$ cat src/rtl/rrv_pkg.sv
// Shared types, constants and lookup tables for the rounded rectangle vertex generator.
// No dependencies.
`timescale 1ns / 1ps

package rrv_pkg;

  localparam int IDX_W       = 8;
  localparam int PREC_W      = 6;
  localparam int CFG_W       = 16;
  localparam int REG_IDX_W   = 8;
  localparam int CW          = 33;  // CORDIC datapath, signed Q2.30 plus guard
  localparam int PHASE_FRAC  = 30;
  localparam int TABLE_LEN   = 24;
  localparam int RECIP_SHIFT = 21;
  localparam int SUM_W       = 18;  // widest unsaturated coordinate
  localparam int PREC_DEPTH  = 1 << PREC_W;

  localparam logic [CW-1:0] CORDIC_X0 = CW'(652032874);

  // register indexes of the config port
  localparam logic [REG_IDX_W-1:0] REG_WIDTH     = REG_IDX_W'(0);
  localparam logic [REG_IDX_W-1:0] REG_HEIGHT    = REG_IDX_W'(1);
  localparam logic [REG_IDX_W-1:0] REG_RADIUS    = REG_IDX_W'(2);
  localparam logic [REG_IDX_W-1:0] REG_PRECISION = REG_IDX_W'(3);

  // atan(2^-i), 2^32 units per turn
  typedef logic [29:0] atan_tab_t [TABLE_LEN];
  localparam atan_tab_t ATAN = '{
    30'd536870912, 30'd316933406, 30'd167458907, 30'd85004756, 30'd42667331,
    30'd21354465, 30'd10679838, 30'd5340245, 30'd2670163, 30'd1335087,
    30'd667544, 30'd333772, 30'd166886, 30'd83443, 30'd41722, 30'd20861,
    30'd10430, 30'd5215, 30'd2608, 30'd1304, 30'd652, 30'd326, 30'd163, 30'd81
  };

  typedef logic [30:0] qtab_t [PREC_DEPTH];
  typedef logic [PREC_W-1:0] rtab_t [PREC_DEPTH];
  typedef logic [RECIP_SHIFT:0] ctab_t [PREC_DEPTH];

  // long division used only while building the tables
  function automatic logic [63:0] const_div(logic [63:0] num, logic [63:0] den,
                                            bit want_rem);
    logic [63:0] quo, rem;
    quo = '0;
    rem = '0;
    for (int b = 63; b >= 0; b--) begin
      rem = {rem[62:0], num[b]};
      if (rem >= den) begin
        rem    = rem - den;
        quo[b] = 1'b1;
      end
    end
    return want_rem ? rem : quo;
  endfunction

  // floor(2^30 / p)
  function automatic qtab_t build_qtab();
    qtab_t t;
    t[0] = '0;
    for (int k = 1; k < PREC_DEPTH; k++)
      t[k] = 31'(const_div(64'd1 << 30, 64'(k), 1'b0));
    return t;
  endfunction

  // 2^30 mod p
  function automatic rtab_t build_rtab();
    rtab_t t;
    t[0] = '0;
    for (int k = 1; k < PREC_DEPTH; k++)
      t[k] = PREC_W'(const_div(64'd1 << 30, 64'(k), 1'b1));
    return t;
  endfunction

  // ceil(2^21 / p), exact reciprocal for 14-bit dividends
  function automatic ctab_t build_ctab();
    ctab_t t;
    t[0] = '0;
    for (int k = 1; k < PREC_DEPTH; k++)
      t[k] = (RECIP_SHIFT+1)'(const_div((64'd1 << RECIP_SHIFT) + 64'(k) - 64'd1,
                                        64'(k), 1'b0));
    return t;
  endfunction

  localparam qtab_t QTAB = build_qtab();
  localparam rtab_t RTAB = build_rtab();
  localparam ctab_t CTAB = build_ctab();

  // sideband that rides along with each word
  typedef struct packed {
    logic       in_range;
    logic       sharp;
    logic [1:0] quad;  // rectangle corner
    logic [1:0] turn;  // quarter turn of the angle
  } side_t;

endpackage

$ cat src/rtl/rrv_cordic.sv
// Rotation-mode CORDIC, one registered stage per iteration.
// Depends on rrv_pkg.
`timescale 1ns / 1ps

module rrv_cordic import rrv_pkg::*; #(
  parameter int STAGES = 16
) (
  input  logic                 clk,
  input  logic                 rst,
  input  logic                 adv,
  input  logic                 in_valid,
  input  side_t                in_side,
  input  logic [29:0]          in_z,
  output logic                 out_valid,
  output side_t                out_side,
  output logic signed [CW-1:0] out_x,
  output logic signed [CW-1:0] out_y
);

  logic                 vs [STAGES+1];
  side_t                ss [STAGES+1];
  logic signed [CW-1:0] xs [STAGES+1];
  logic signed [CW-1:0] ys [STAGES+1];
  logic signed [CW-1:0] zs [STAGES+1];

  assign vs[0] = in_valid;
  assign ss[0] = in_side;
  assign xs[0] = CORDIC_X0;
  assign ys[0] = '0;
  assign zs[0] = CW'(in_z);

  for (genvar i = 0; i < STAGES; i++) begin : g_stage
    logic signed [CW-1:0] dx, dy, da;
    always_comb begin
      dx = ys[i] >>> i;
      dy = xs[i] >>> i;
      da = CW'(ATAN[i]);
    end

    always_ff @(posedge clk) begin
      if (rst) vs[i+1] <= 1'b0;
      else if (adv) vs[i+1] <= vs[i];
    end

    always_ff @(posedge clk) begin
      if (adv) begin
        ss[i+1] <= ss[i];
        if (!zs[i][CW-1]) begin
          xs[i+1] <= xs[i] - dx;
          ys[i+1] <= ys[i] + dy;
          zs[i+1] <= zs[i] - da;
        end else begin
          xs[i+1] <= xs[i] + dx;
          ys[i+1] <= ys[i] - dy;
          zs[i+1] <= zs[i] + da;
        end
      end
    end
  end

  assign out_valid = vs[STAGES];
  assign out_side  = ss[STAGES];
  assign out_x     = xs[STAGES];
  assign out_y     = ys[STAGES];

endmodule

$ cat config.mk
export PLATFORM = sky130hd
export DESIGN_NAME = rrv_cordic
export DESIGN_NICKNAME = d
export VERILOG_FILES = /design/src/rtl/rrv_pkg.sv /design/src/rtl/rrv_cordic.sv
export SDC_FILE = /design/constraint.sdc
export NUM_CORES = 2
export LEC_CHECK = 0
export BUFFER_PORTS_ARGS = -buffer_cell sky130_fd_sc_hd__buf_2
export CAP_MARGIN = 20
export CORE_UTILIZATION = 55
export DETAILED_ROUTE_END_ITERATION = 8
export PLACE_DENSITY = 0.75
export SLEW_MARGIN = 20
export SYNTH_ARGS = -nofsm -noshare
export SYNTH_HDL_FRONTEND = slang
export SYNTH_SLANG_ARGS = --single-unit
$ cat constraint.sdc
create_clock -name clk -period 5.3 [get_ports clk]
set_input_delay 0.53 -clock clk [delete_from_list [all_inputs] [get_ports clk]]
set_output_delay 0.53 -clock clk [all_outputs]
set_load 0.02 [all_outputs]
==> Word level (Yosys, flattened, before mapping) <==
Cells that the tools add are included.
{ "word_totals": {"register_bits": 1591, "output_inout_bits": 73} }
{ "classes": {"addsub": 85, "n_mux": 44} }
{ "ops": {"columns": ["cell", "n"], "rows": [
  ["$mux 33", 42],
  ["$add 33x18->33", 2],
  ["$add 33x19->33", 2],
  ["$add 33x20->33", 2],
  ["$add 33x21->33", 2],
  ["$add 33x22->33", 2],
  ["$add 33x23->33", 2],
  ["$add 33x24->33", 2],
  ["$add 33x25->33", 2],
  ["$add 33x26->33", 2],
  ["$add 33x27->33", 2],
  ["$add 33x28->33", 2],
  ["$add 33x29->33", 2],
  ["$add 33x30->33", 2],
  ["$sub 33x18->33", 2],
  ["$sub 33x19->33", 2],
  ["$sub 33x20->33", 2],
  ["$sub 33x21->33", 2],
  ["$sub 33x22->33", 2],
  ["$sub 33x23->33", 2],
  ["$sub 33x24->33", 2],
  ["$sub 33x25->33", 2],
  ["$sub 33x26->33", 2],
  ["$sub 33x27->33", 2],
  ["35 further kinds", 41]
]} }

==> Logic depth before layout (Yosys ltp) <==
{ "depth": {"ltp_word": 2, "mapped_depth": 20, "mapped_depth_nobuf": 20} }

==> Worst setup path before layout <==
Ideal clock, no wire load.
{ "synth_timing": {"path_type": "register to register", "startpoint": "reg ys, in the netlist g_stage[14].dx[4]", "endpoint": "reg xs, in the netlist g_stage[15].dy[16], data pin", "setup_ns": 0.258, "t_arrival_ns": 4.497, "required_time_ns": 5.042, "setup_slack_ns": 0.545, "path_stages_with_launch": 19, "period_less_slack_ns": 4.755, "cell_sequence": "edfxtp_1 -> or4_1 -> or4b_2 -> or3_1 -> or3_1 -> nor4_1 -> nor3_1 -> a21o_1 -> ha_1 -> and2_1 -> o21ai_0 -> a21boi_0 -> o21ai_0 -> nand2b_1 -> a21o_1 -> a31oi_1 -> nor2_1 -> a221o_1 -> xnor2_1"} }
{ "synth_between": {"elab_chain_cells": 2} }
{ "synth_rtl": {"columns": ["element", "line", "text"], "rows": [
  ["from (decl)", "rrv_cordic.sv:23", "logic signed [CW-1:0] ys [STAGES+1];"],
  ["from (signal, indexed assignment)", "rrv_cordic.sv:50", "ys[i+1] <= ys[i] + dy;"],
  ["from (signal, indexed assignment)", "rrv_cordic.sv:54", "ys[i+1] <= ys[i] - dy;"],
  ["$sub 33x19->33 / $add 33x19->33 (equally long branches)", "rrv_cordic.sv:49, rrv_cordic.sv:53", null],
  ["$mux 33 (*)", "rrv_cordic.sv:48", "if (!zs[i][CW-1]) begin"],
  ["to (signal, indexed assignment)", "rrv_cordic.sv:49", "xs[i+1] <= xs[i] - dx;"],
  ["to (signal, indexed assignment)", "rrv_cordic.sv:53", "xs[i+1] <= xs[i] + dx;"],
  ["to (decl)", "rrv_cordic.sv:22", "logic signed [CW-1:0] xs [STAGES+1];"]
]} }
Every way passes the cells marked *; elsewhere a longest branch is shown, timed or not.
A chain may end at the register's enable or synchronous reset.

==> Worst setup path in the final report <==
{ "layout_timing": {"startpoint": "reg ys, in the netlist g_stage[8].dx[2]", "endpoint": "reg xs, in the netlist g_stage[9].dy[23], data pin"} }
{ "layout_between": {"elab_chain_cells": 2} }
{ "layout_rtl": {"columns": ["element", "line"], "rows": [
  ["$sub 33x25->33 / $add 33x25->33 (equally long branches)", "rrv_cordic.sv:49, rrv_cordic.sv:53"],
  ["$mux 33 (*)", "rrv_cordic.sv:48"]
]} }
Marked as above.

==> reports/metrics.csv <==
stage,metric,value,unit
run_status,status,finished clean,
grt,grt_pass1_vias,91300,
logic_synthesis,synth_warnings,0,
cells_and_area,n_antenna_cell,0,
cts,cts_max_path_buffers,3,
worst_setup_path,worstSetupStartpointType,flop,
logic_synthesis,synth_fa_ha_area_share,14.2,%
route,viasPerCell,6.15,
place,dp_hpwl,244,mm
worst_setup_path,r2r_cells,18,
worst_setup_path,cp.required,5.85,ns
route,ant_nets,0,
hold_path,hold_end,vs[3],
logic_synthesis,synth_edf_count,1471,
floorplan,start_util,55.5,%
route,drtIter0Drc,8038,
grt,overflow,0,
logic_synthesis,synth_compound_area_share,19.9,%
timing,worst_clock_skew,0.0386,ns
place,gp_congestion,0.961,
place,io_buffers,112,
worst_setup_path,worstSetupPathType,flop to flop,
grt,grt_max_degree,145,
logic_synthesis,synthTopCellsByArea,"edfxtp_1 37%, ha_1 14%, xnor2_1 8.0%",
logic_synthesis,yosysTopAreaCell,edfxtp_1,
timing,max_clock_freq,196,MHz
worst_setup_path,cp_max_fo,5,
route,routed_wl,310,mm
route,routedWlPerCell,20.1,µm
logic_synthesis,synth_ff_type,edfxtp_1,
logic_synthesis,yosysSeqAreaShare,37.2,%
cells_and_area,final_nets,13800,
grt,grt_util_all_layers,27.5,%
floorplan,rows,170,
logic_synthesis,syn_area,120000,µm²
timing,period_share,96.3,%
timing,setup_viol,0,
hold_path,hold_path_class,input port to flop,
timing,finalHoldWorstSlack,0.0641,ns
logic_synthesis,avgSynthCellArea,9.75,µm²
cts,clock_latency,0.84,ns
cts,cts_setup_buffers,0,
logic_synthesis,ys_types,92,
timing,drv_slew,0,
timing,hold_viol,0,
hold_path,holdCritStartpoint,rst,
cells_and_area,layout-drive-gt1-share,5.58,%
route,drc_errors,0,
worst_setup_path,reg2reg_from,g_stage[8].dx[2],
cts,cts_tree,yes,
floorplan,die_area,219000,µm²
route,firstDrtPassIters,8,
floorplan,ios,113,
logic_synthesis,yosys.area_share.simple,12.8,%
grt,grt_pass1_wl,488,mm
grt,antenna_found_initial,2,
cts,cts_buffers,170,
floorplan,fp.coreArea,215000,µm²
worst_setup_path,r2r_slack,0.20,ns
logic_synthesis,synth_top_family_by_area,compound AO/OA/AOI/OAI gates,
logic_synthesis,muxShareOfSynthArea,0.961,%
hold_path,min_path_cells,2,
cts,htreeDepth,4,
logic_synthesis,syn_inst,12300,
timing,maxSlewHeadroom,36.1,%
floorplan,dieWidth,468,µm
logic_synthesis,synth_top_cell_area_share,37.0,%
logic_synthesis,synthXorXnorAreaFrac,12.2,%
worst_setup_path,end_kind,flop,
cells_and_area,area_growth,8.65,%
logic_synthesis,synth_fp_nets,13600,
worst_setup_path,worstPathArrival,5.65,ns
cells_and_area,fill_cells,17900,
cts,clk_pin_slew,0.06,ns
run,maxCapViolCount,0,
worst_setup_path,reg2reg_to,g_stage[9].dy[23],
cts,cts.sinks,1487,
logic_synthesis,ys_ff_latch,1487,
cts,cts_root_buf,clkbuf_16,
route,dr_total_vias,94800,
timing,worst_pin_slew,0.951,ns
logic_synthesis,ys_async_sr_fraction,0,%
floorplan,die_h,468,µm
timing,min_period,5.10,ns
registers in the layout, summed over array words and instances (netlist names):
register    flops
g_stage.dx    309
out_valid       1
zs            459
ys            115
g_stage.dy    311
out_side        6
out_y          33
xs            115
vs             15
ss             90
out_x          33
how the worst max path moves through the flow:
stage	startpoint	endpoint	slack, ns	depth (start not counted)
finish	g_stage[8].dx[2]	g_stage[9].dy[23]	0.20	18
CTS	g_stage[5].dx[4]	g_stage[6].dy[23]	0.21	17
global placement	zs[197]	zs[164]	-0.09	13
floorplan	g_stage[14].dx[4]	g_stage[15].dy[16]	0.55	18
global route	g_stage[6].dx[2]	g_stage[7].dy[25]	-0.03	18
detailed placement	g_stage[14].dx[4]	g_stage[15].dy[16]	0.24	18
through the flow:
stage / area [µm²] / TNS [ns] / utilization [%] / setup slack [ns] / std cells
4_1_cts: 130000 / 0 / 60.3 / 0.207 / 15400
3_3_place_gp: 124000 / -0.0941 / 57.5 / -0.0941 / 15100
3_5_place_dp: 124000 / 0 / 57.5 / 0.243 / 15100
2_1_floorplan: 120000 / 0 / - / 0.545 / 12300
5_1_grt: 130000 / -0.0360 / 60.3 / -0.0276 / 15400
6_report: 130000 / 0 / 60.3 / 0.197 / 15400
cell usage after synthesis, drive strengths merged (147+ instances only):
master and count:
a31oi 147, inv 493, nor3 324, nand3 216, nand2b 156, o21a 162
a21o 658, nand2 560, nor2b 166, o21bai 172, ha 1295, edfxtp 1471
a21oi 1353, xor2 573, clkbuf 183, xnor2 1094, o21ai 554, nor2 1029
worst max-delay path: stages, from the launching register on:
cell and delay (ns):
edfxtp_1 0.50, or3_1 0.41, or3_1 0.36, nor3_1 0.23, nand2b_1 0.19, nor3_1 0.24, nor2_1 0.08, xor2_1 0.15
ha_1 0.38, a21o_1 0.14, a21o_1 0.13, a2111oi_0 0.09, a21boi_0 0.15, or3_1 0.50, a311oi_1 0.43, nor2_1 0.09
o21ai_0 0.51, or4_1 0.19, nand3_1 0.07
kinds of logic (layout without fill, tap and decap cells):
group	after synthesis	after routing
buf+inv	788	1121
fa+ha+maj	1334	1334
xor+xnor	1667	1667
simple gates	3128	3128
compound gates	3745	3745
mux	109	109
flops	1487	1487
cell type report:
cell class | instances | area (µm²) | area share [%]
Tap cell | 2838 | 3550 | 2.73
Sequential cell | 1487 | 44500 | 34.3
Inverter | 494 | 1850 | 1.43
Clock inverter | 110 | 1350 | 1.04
Timing Repair Buffer | 316 | 2360 | 1.82
Clock buffer | 201 | 4370 | 3.37
Multi-Input combinational cell | 9983 | 71900 | 55.4
cell usage in the layout (no fill, tap or decap), drive strengths merged, types with 139 or more instances in the layout:
cell type     n
and3        139
o21ai       554
inv         505
a21oi      1353
nand2       560
a21o        658
xnor2      1094
nor3        324
nor2       1029
o21a        162
nand3       216
a31oi       147
nand2b      156
clkbuf      201
nor2b       166
buf         279
o21bai      172
ha         1295
xor2        573
edfxtp     1471
metal layers:
layer	GRT usage, %	vias to the layer above	part of all wire (%)
met5	0	-	0
met4	8.67	0	3.1
met3	3.47	557	5.5
met2	48.1	2905	49
met1	35.2	45300	43
li1	-	46100	-
what timing repair did:
item	4_1_cts	5_1_grt
gates resized for setup	0	17
hold buffers	37	0
endpoints found under the setup margin	0	17
hold endpoints to repair	37	0
Power is not shown: default switching activity piles up to over one toggle a cycle in this logic, so the estimate is an artifact.
