## src/rtl/rrv_pkg.sv

```systemverilog
// Shared types, constants and lookup tables for the rounded rectangle vertex generator.
// No dependencies.
`timescale 1ns / 1ps

package rrv_pkg;

  localparam int IDX_W       = 8;
  localparam int PREC_W      = 6;
  localparam int CFG_W       = 16;
  localparam int REG_IDX_W   = 8;
  localparam int CW          = 33;  // CORDIC datapath, signed Q2.30 plus guard
  localparam int PHASE_FRAC  = 30;
  localparam int TABLE_LEN   = 24;
  localparam int RECIP_SHIFT = 21;
  localparam int SUM_W       = 18;  // widest unsaturated coordinate
  localparam int PREC_DEPTH  = 1 << PREC_W;

  localparam logic [CW-1:0] CORDIC_X0 = CW'(652032874);

  // register indexes of the config port
  localparam logic [REG_IDX_W-1:0] REG_WIDTH     = REG_IDX_W'(0);
  localparam logic [REG_IDX_W-1:0] REG_HEIGHT    = REG_IDX_W'(1);
  localparam logic [REG_IDX_W-1:0] REG_RADIUS    = REG_IDX_W'(2);
  localparam logic [REG_IDX_W-1:0] REG_PRECISION = REG_IDX_W'(3);

  // atan(2^-i), 2^32 units per turn
  typedef logic [29:0] atan_tab_t [TABLE_LEN];
  localparam atan_tab_t ATAN = '{
    30'd536870912, 30'd316933406, 30'd167458907, 30'd85004756, 30'd42667331,
    30'd21354465, 30'd10679838, 30'd5340245, 30'd2670163, 30'd1335087,
    30'd667544, 30'd333772, 30'd166886, 30'd83443, 30'd41722, 30'd20861,
    30'd10430, 30'd5215, 30'd2608, 30'd1304, 30'd652, 30'd326, 30'd163, 30'd81
  };

  typedef logic [30:0] qtab_t [PREC_DEPTH];
  typedef logic [PREC_W-1:0] rtab_t [PREC_DEPTH];
  typedef logic [RECIP_SHIFT:0] ctab_t [PREC_DEPTH];

  // long division used only while building the tables
  function automatic logic [63:0] const_div(logic [63:0] num, logic [63:0] den,
                                            bit want_rem);
    logic [63:0] quo, rem;
    quo = '0;
    rem = '0;
    for (int b = 63; b >= 0; b--) begin
      rem = {rem[62:0], num[b]};
      if (rem >= den) begin
        rem    = rem - den;
        quo[b] = 1'b1;
      end
    end
    return want_rem ? rem : quo;
  endfunction

  // floor(2^30 / p)
  function automatic qtab_t build_qtab();
    qtab_t t;
    t[0] = '0;
    for (int k = 1; k < PREC_DEPTH; k++)
      t[k] = 31'(const_div(64'd1 << 30, 64'(k), 1'b0));
    return t;
  endfunction

  // 2^30 mod p
  function automatic rtab_t build_rtab();
    rtab_t t;
    t[0] = '0;
    for (int k = 1; k < PREC_DEPTH; k++)
      t[k] = PREC_W'(const_div(64'd1 << 30, 64'(k), 1'b1));
    return t;
  endfunction

  // ceil(2^21 / p), exact reciprocal for 14-bit dividends
  function automatic ctab_t build_ctab();
    ctab_t t;
    t[0] = '0;
    for (int k = 1; k < PREC_DEPTH; k++)
      t[k] = (RECIP_SHIFT+1)'(const_div((64'd1 << RECIP_SHIFT) + 64'(k) - 64'd1,
                                        64'(k), 1'b0));
    return t;
  endfunction

  localparam qtab_t QTAB = build_qtab();
  localparam rtab_t RTAB = build_rtab();
  localparam ctab_t CTAB = build_ctab();

  // sideband that rides along with each word
  typedef struct packed {
    logic       in_range;
    logic       sharp;
    logic [1:0] quad;  // rectangle corner
    logic [1:0] turn;  // quarter turn of the angle
  } side_t;

endpackage

```

## src/rtl/rrv_back.sv

```systemverilog
// Quarter-turn fixup, radius scaling, corner offset and saturation.
// Depends on rrv_pkg.
`timescale 1ns / 1ps

module rrv_back import rrv_pkg::*; #(
  parameter int COORD_BITS = 16
) (
  input  logic                  clk,
  input  logic                  rst,
  input  logic                  adv,
  input  logic                  in_valid,
  input  side_t                 in_side,
  input  logic signed [CW-1:0]  in_x,
  input  logic signed [CW-1:0]  in_y,
  input  logic [CFG_W-1:0]      width,
  input  logic [CFG_W-1:0]      height,
  input  logic [CFG_W-1:0]      corner_radius,
  output logic                  out_valid,
  output logic [COORD_BITS-1:0] pos_x,
  output logic [COORD_BITS-1:0] pos_y,
  output logic                  index_in_range
);

  // clamped radius, corner offsets; user keeps config static while words in flight, unenforced
  logic [CFG_W-1:0] side_min, r_half, rad, off_x, off_y;
  logic [CFG_W:0]   two_r;

  always_comb begin
    side_min = (width < height) ? width : height;
    r_half   = side_min >> 1;
    rad      = (corner_radius < r_half) ? corner_radius : r_half;
    two_r    = {rad, 1'b0};
    off_x    = CFG_W'((CFG_W+1)'(width) - two_r);
    off_y    = CFG_W'((CFG_W+1)'(height) - two_r);
  end

  // stage A: apply quarter turn, add one, clamp at zero
  logic signed [CW-1:0] c, s;
  logic signed [CW:0]   c1, s1;

  always_comb begin
    unique case (in_side.turn)
      2'd0: begin c = in_x;  s = in_y;  end
      2'd1: begin c = -in_y; s = in_x;  end
      2'd2: begin c = -in_x; s = -in_y; end
      default: begin c = in_y; s = -in_x; end
    endcase
    c1 = (CW+1)'(c) + ((CW+1)'(1) <<< PHASE_FRAC);
    s1 = (CW+1)'(s) + ((CW+1)'(1) <<< PHASE_FRAC);
  end

  logic        va, vb, vc;
  side_t       sa, sb;
  logic [31:0] ca, sa_v;
  logic [47:0] mxb, myb;

  always_ff @(posedge clk) begin
    if (rst) begin
      va <= 1'b0;
      vb <= 1'b0;
      vc <= 1'b0;
    end else if (adv) begin
      va <= in_valid;
      vb <= va;
      vc <= vb;
    end
  end

  // stage C comb: round to Q18.0, add offset, pick sharp or off-outline values
  logic [48:0]      rx, ry;
  logic [SUM_W-1:0] sum_x, sum_y;

  always_comb begin
    rx = 49'(mxb) + (49'd1 << (PHASE_FRAC - 1));
    ry = 49'(myb) + (49'd1 << (PHASE_FRAC - 1));
    if (!sb.in_range) begin
      sum_x = '0;
      sum_y = '0;
    end else if (sb.sharp) begin
      sum_x = (sb.quad == 2'd0 || sb.quad == 2'd3) ? SUM_W'(width) : '0;
      sum_y = (sb.quad == 2'd2 || sb.quad == 2'd3) ? SUM_W'(height) : '0;
    end else begin
      sum_x = rx[PHASE_FRAC+SUM_W-1:PHASE_FRAC];
      sum_y = ry[PHASE_FRAC+SUM_W-1:PHASE_FRAC];
      if (sb.quad == 2'd0 || sb.quad == 2'd3) sum_x = sum_x + SUM_W'(off_x);
      if (sb.quad == 2'd0 || sb.quad == 2'd1) sum_y = sum_y + SUM_W'(off_y);
    end
  end

  logic [COORD_BITS-1:0] sat_x, sat_y;

  if (COORD_BITS >= SUM_W) begin : g_wide
    assign sat_x = COORD_BITS'(sum_x);
    assign sat_y = COORD_BITS'(sum_y);
  end else begin : g_sat
    assign sat_x = (|sum_x[SUM_W-1:COORD_BITS]) ? '1 : sum_x[COORD_BITS-1:0];
    assign sat_y = (|sum_y[SUM_W-1:COORD_BITS]) ? '1 : sum_y[COORD_BITS-1:0];
  end

  always_ff @(posedge clk) begin
    if (adv) begin
      sa   <= in_side;
      ca   <= c1[CW] ? '0 : c1[31:0];
      sa_v <= s1[CW] ? '0 : s1[31:0];

      sb  <= sa;
      mxb <= 48'(ca) * 48'(rad);
      myb <= 48'(sa_v) * 48'(rad);

      pos_x          <= sat_x;
      pos_y          <= sat_y;
      index_in_range <= sb.in_range;
    end
  end

  assign out_valid = vc;

endmodule
```

## config.mk

```make
export PLATFORM = sky130hd
export DESIGN_NAME = rrv_back
export DESIGN_NICKNAME = d
export VERILOG_FILES = /design/src/rtl/rrv_pkg.sv /design/src/rtl/rrv_back.sv
export SDC_FILE = /design/constraint.sdc
export NUM_CORES = 2
export LEC_CHECK = 0
export ABC_AREA = 1
export BUFFER_PORTS_ARGS = -buffer_cell sky130_fd_sc_hd__buf_2
export CAP_MARGIN = 10
export CORE_MARGIN = 2
export CORE_UTILIZATION = 24
export CTS_CLUSTER_SIZE = 12
export DETAILED_ROUTE_END_ITERATION = 6
export HOLD_SLACK_MARGIN = 0.15
export PLACE_DENSITY = 0.49
export SLEW_MARGIN = 20
export SYNTH_ARGS = -nofsm -noshare
export SYNTH_HDL_FRONTEND = slang
export SYNTH_SLANG_ARGS = --single-unit
```

## constraint.sdc

```tcl
create_clock -name clk -period 12.2 [get_ports clk]
set_input_delay 2.44 -clock clk [delete_from_list [all_inputs] [get_ports clk]]
set_output_delay 2.44 -clock clk [all_outputs]
set_load 0.05 [all_outputs]
```

; After elaboration in Yosys (flattened, before gate mapping)
; Index checks and enable logic that the tools add are counted.
; Widths: inputs -> output; s select.
[totals]
mem_count = 0
mem_bits_ro = 0
inputBits = 124
reg_bits = 204
mem_bits_rw = 0
latchBits = 0
[classes]
n_eq_ne = 5
n_addsub = 10
div = 0
mux = 12
shift = 0
reduce_logical = 7
bitwise = 0
magnitude_cmp = 2
n_mul = 2
[op_table]
columns = operator, count
row1 = $pmux 33 s3, 2
row2 = $mux 18, 6
row3 = $add 48x30->48 const B, 2
row4 = $mul 32x16->48, 2
row5 = $add 33x32->34 const B, 2
row6 = $neg 33->33, 2
row7 = $mux 16, 4
row8 = $add 18x16->18, 2
row9 = $sub 16x16->16, 2
row10 = $lt 16x15->1, 1
row11 = $lt 16x16->1, 1
row12 = $eq 2x2->1 const B, 3
row13 = $eq 2x1->1 const B, 2
row14 = $logic_not 2->1, 2
row15 = $reduce_or 2->1, 2
row16 = $logic_or 1x1->1, 3

; Logic depth before layout (Yosys ltp)
[depth]
ltp_word = 10
ltp_mapped = 56
mapped_depth_nobuf = 53

; Worst setup path after synthesis
; OpenSTA, ideal clock, no wires.
[synth_timing]
path_kind = input-to-reg
start = input height[15]
end = register mxb[47], data pin
cell_stages = 49
path_buffers = 5
arrival_ps = 10736
slack_ps = 1211
path_cell_list = inv_1 -> ha_1 -> nand2_1 -> inv_1 -> nand3_1 -> a21oi_1 -> nor2_1 -> nand2_1 -> clkbuf_1 -> clkbuf_1 -> nand2_1 -> o21ai_0 -> ha_1 -> nand2_1 -> nor2_1 -> a211oi_1 -> o21ai_0 -> a211oi_1 -> (+13 left out) -> inv_1 -> fa_1 -> fa_1 -> inv_1 -> fa_1 -> inv_1 -> ha_1 -> a21oi_1 -> o21a_1 -> o21ai_0 -> a21oi_1 -> nor2_1 -> a2111oi_0 -> o21ai_0 -> nand2_1 -> nand2_1 -> nand2_1 -> nand2_1
[synth_between]
elab_chain_len = 5
[synth_rtl]
columns = item, line_no
row1 = "start, declared", rrv_back.sv:16  ; input logic [CFG_W-1:0] height,
row2 = $lt 16x16->1, rrv_back.sv:29  ; side_min = (width < height) ? width : height;
row3 = $mux 16 *, rrv_back.sv:29
row4 = $lt 16x15->1, rrv_back.sv:31  ; rad = (corner_radius < r_half) ? corner_radius : r_half;
row5 = $mux 16 *, rrv_back.sv:31
row6 = $mul 32x16->48 *, rrv_back.sv:107  ; mxb <= 48'(ca) * 48'(rad);
row7 = "end signal, assigned", rrv_back.sv:107
row8 = "end, declared", rrv_back.sv:55  ; logic [47:0] mxb, myb;
; Every way passes the cells marked *; elsewhere a longest branch is shown, timed or not.
; A chain may end at the register's enable or synchronous reset.

; Worst setup path after layout
[layout_timing]
start = input height[9]
end = register myb[40], data pin
[layout_between]
elab_chain_len = 5
[layout_rtl]
columns = item, line_no
row1 = $lt 16x16->1, rrv_back.sv:29
row2 = $mux 16 *, rrv_back.sv:29
row3 = $lt 16x15->1, rrv_back.sv:31
row4 = $mux 16 *, rrv_back.sv:31
row5 = $mul 32x16->48 *, rrv_back.sv:108  ; myb <= 48'(sa_v) * 48'(rad);
row6 = "end signal, assigned", rrv_back.sv:108
row7 = "end, declared", rrv_back.sv:55
; Marked as above.

==> impl_metrics.json <==
{
  "grt_max_degree": 89,
  "postRouteWirelength_um": 157000,
  "crit_required_ns": 12.54,
  "die_w_um": 435,
  "io_pins": 158,
  "path_max_fanout": 18,
  "ys.flop_type": "edfxtp_1",
  "fin_setup_tns_ns": 0,
  "end_kind": "register",
  "arrival_ns": 11.83,
  "ys_seq_area_share_pct": 9.79,
  "die_area_sq_um": 189000,
  "slew_headroom_pct": 23.4,
  "maxCapViolations": 0,
  "layout_min_cycle_time_ns": 11.49,
  "hold_viol_final": 0,
  "first_pass_iters": 5,
  "syn_inst": 5651,
  "pre_cts_ws_ns": 0.258,
  "layout_commonest_cell": "inv_1",
  "antenna_found_initial": 4,
  "async_reset_ff_share_pct": 0,
  "grt_pass1_wl_um": 243000,
  "rsz0062_at_grt": "no",
  "cts_resized": 0,
  "cts_sinks": 146,
  "die_y_um": 435,
  "place.gp.congestion": 0.954,
  "vias": 37500,
  "critical_path_class": "input pin to register",
  "vias_per_cell": 4.52,
  "row_count": 158,
  "slew_violations": 0,
  "max_freq_mhz": 87.0,
  "finish.utilization_pct": 26.8,
  "core_sq_um": 185000,
  "fin_skew_ns": 0.0100,
  "drive_gt1_share_pct": 7.29,
  "initialDrtViolationCount": 1966,
  "port_buffers": 157,
  "cp-start-kind": "input pin",
  "yosysUniqueCellTypes": 65,
  "worstSkewPairLatency_ns": 0.52,
  "yosys.area.top_type_share_pct": 37.7,
  "h-tree-depth": 4,
  "synth_area_leaders": "fa_1 38%, inv_1 11%, edfxtp_1 9.7%",
  "dp_hpwl_um": 131000,
  "fillers": 20300,
  "grt_usage_pct": 17.0,
  "grt_pass1_vias": 40400,
  "crit_slowest_cell": "fa_1",
  "tightestPinTransition_ns": 1.15,
  "wl_per_cell_um": 19.0,
  "start_util_pct": 24.1,
  "cts_tree": "yes",
  "hold_path.class": "register to register",
  "synth.avg_cell_area_sq_um": 7.87,
  "setup_violations": 0,
  "synth.yosys.warnings": 0,
  "cts_buffers": 17,
  "status": "finished clean",
  "netlist_area_sq_um": 44500,
  "clk_root_buffer_cell": "clkbuf_16",
  "crit_path_max_incr_delay_ns": 0.59,
  "drc": 0,
  "yosys.area.top_type": "fa_1",
  "fin_crit_sh_pct": 94.2,
  "layout_common_cells": "1,304 x inv_1, 1,092 x nand2_1, 838 x fa_1",
  "postCtsSetupRepairBufs": 0,
  "final_net_count": 7094,
  "area_delta_synth_final_pct": 11.2,
  "synth-edff-count": 143,
  "antenna_left": 0,
  "ys_ff_latch": 146,
  "clk_pin_slew_ns": 0.08,
  "setup_slack_ns": 0.710,
  "cts_buffer_depth": 2,
  "holdBufCountCts": 0,
  "overflow": 0
}
through the flow:
step                      cell area (sq um)  std cells  hold slack (ns)
after floorplan                       44700       5713            0.400
after global placement                48900       8261            0.406
final                                 49500       8296            0.426
after CTS                             49500       8293            0.424
after detailed placement              48900       8261            0.406
after global routing                  49500       8296            0.429
layer usage:
metal | track usage, % | vias to the layer above | wire (um)
met2 | 30.7 | 877 | 79400
met5 | 0 | - | 13
li1 | - | 17300 | -
met4 | 6.22 | 2 | 6020
met1 | 20.8 | 19100 | 65700
met3 | 1.88 | 225 | 6230
cells in the mapped netlist (5+ instances only):
| library cell | n |
|---|---|
| nor2_4 | 6 |
| clkinv_1 | 16 |
| o21bai_1 | 13 |
| a21oi_2 | 11 |
| nor2_1 | 650 |
| nor3_2 | 5 |
| o221ai_1 | 16 |
| ha_1 | 331 |
| a31oi_1 | 9 |
| o21a_1 | 22 |
| a211oi_1 | 14 |
| clkbuf_1 | 157 |
| clkbuf_8 | 9 |
| a21o_1 | 7 |
| and2_1 | 5 |
| nor4_1 | 15 |
| o22ai_1 | 26 |
| buf_6 | 6 |
| nand3_1 | 96 |
| o21ai_0 | 188 |
| xor2_1 | 112 |
| nor2_2 | 49 |
| o211ai_1 | 24 |
| buf_1 | 22 |
| nand3_2 | 10 |
| inv_2 | 7 |
| nor3_1 | 44 |
| inv_1 | 1307 |
| a221oi_1 | 29 |
| edfxtp_1 | 143 |
| xnor2_1 | 31 |
| nand4_1 | 21 |
| or2_2 | 5 |
| nand2_2 | 8 |
| a21oi_1 | 233 |
| nand2_1 | 1092 |
| o21ai_1 | 9 |
| o31ai_1 | 13 |
| fa_1 | 838 |
state kept, by name, indices dropped and copies added, names as in the netlist:
name / cells
pos_x: 16
sa: 4
vb: 1
va: 1
ca: 32
out_valid: 1
index_in_range: 1
sb: 4
myb: 19
pos_y: 16
sa_v: 32
mxb: 19
area by class of cell:
type,instances,area (sq um),share of cell area (%)
sequential,146,4350,8.80
tap,2480,3100,6.27
clock inverter,15,163,0.329
inverter,1330,4990,10.1
clock buffer,17,425,0.860
multi-input combinational,4038,34600,69.8
timing repair buffer,268,1900,3.83
antenna,2,5.00,0.0101
worst max-delay path: cells and delay by family:
| kind | cells | cell delay (ns) |
|---|---|---|
| buffers and inverters | 11 | 1.64 |
| XOR/XNOR | 1 | 0.22 |
| AO/OA/AOI/OAI | 9 | 2.18 |
| adder cells (fa/ha/maj) | 9 | 3.86 |
| AND/OR/NAND/NOR | 11 | 1.46 |
final timing paths:
path	start	to	slack [ns]	cells after the start
setup / recovery	height[9]	myb[40]$_DFFE_PP_	0.71	41
hold / removal	sa[5]$_DFFE_PP_	sb[5]$_DFFE_PP_	0.43	0
setup reg to reg	ca[24]$_SDFFCE_PP0P_	mxb[44]$_DFFE_PP_	5.18	23
hold reg to reg	sa[5]$_DFFE_PP_	sb[5]$_DFFE_PP_	0.43	0
cell families (layout without fill, tap and decap cells):
logic type	after synthesis	after routing	share of synthesized area [%]
compound gates	638	638	8.49
xor+xnor	143	143	2.81
fa+ha+maj	1169	1169	47.0
buf+inv	1529	1630	13.2
flops	146	146	9.79
other cells	2	66	0.0169
simple gates	2024	2024	18.6
Power is left out: the tool's default activity adds up to more than one toggle a clock period on the data nets, which glitch-free logic cannot reach.
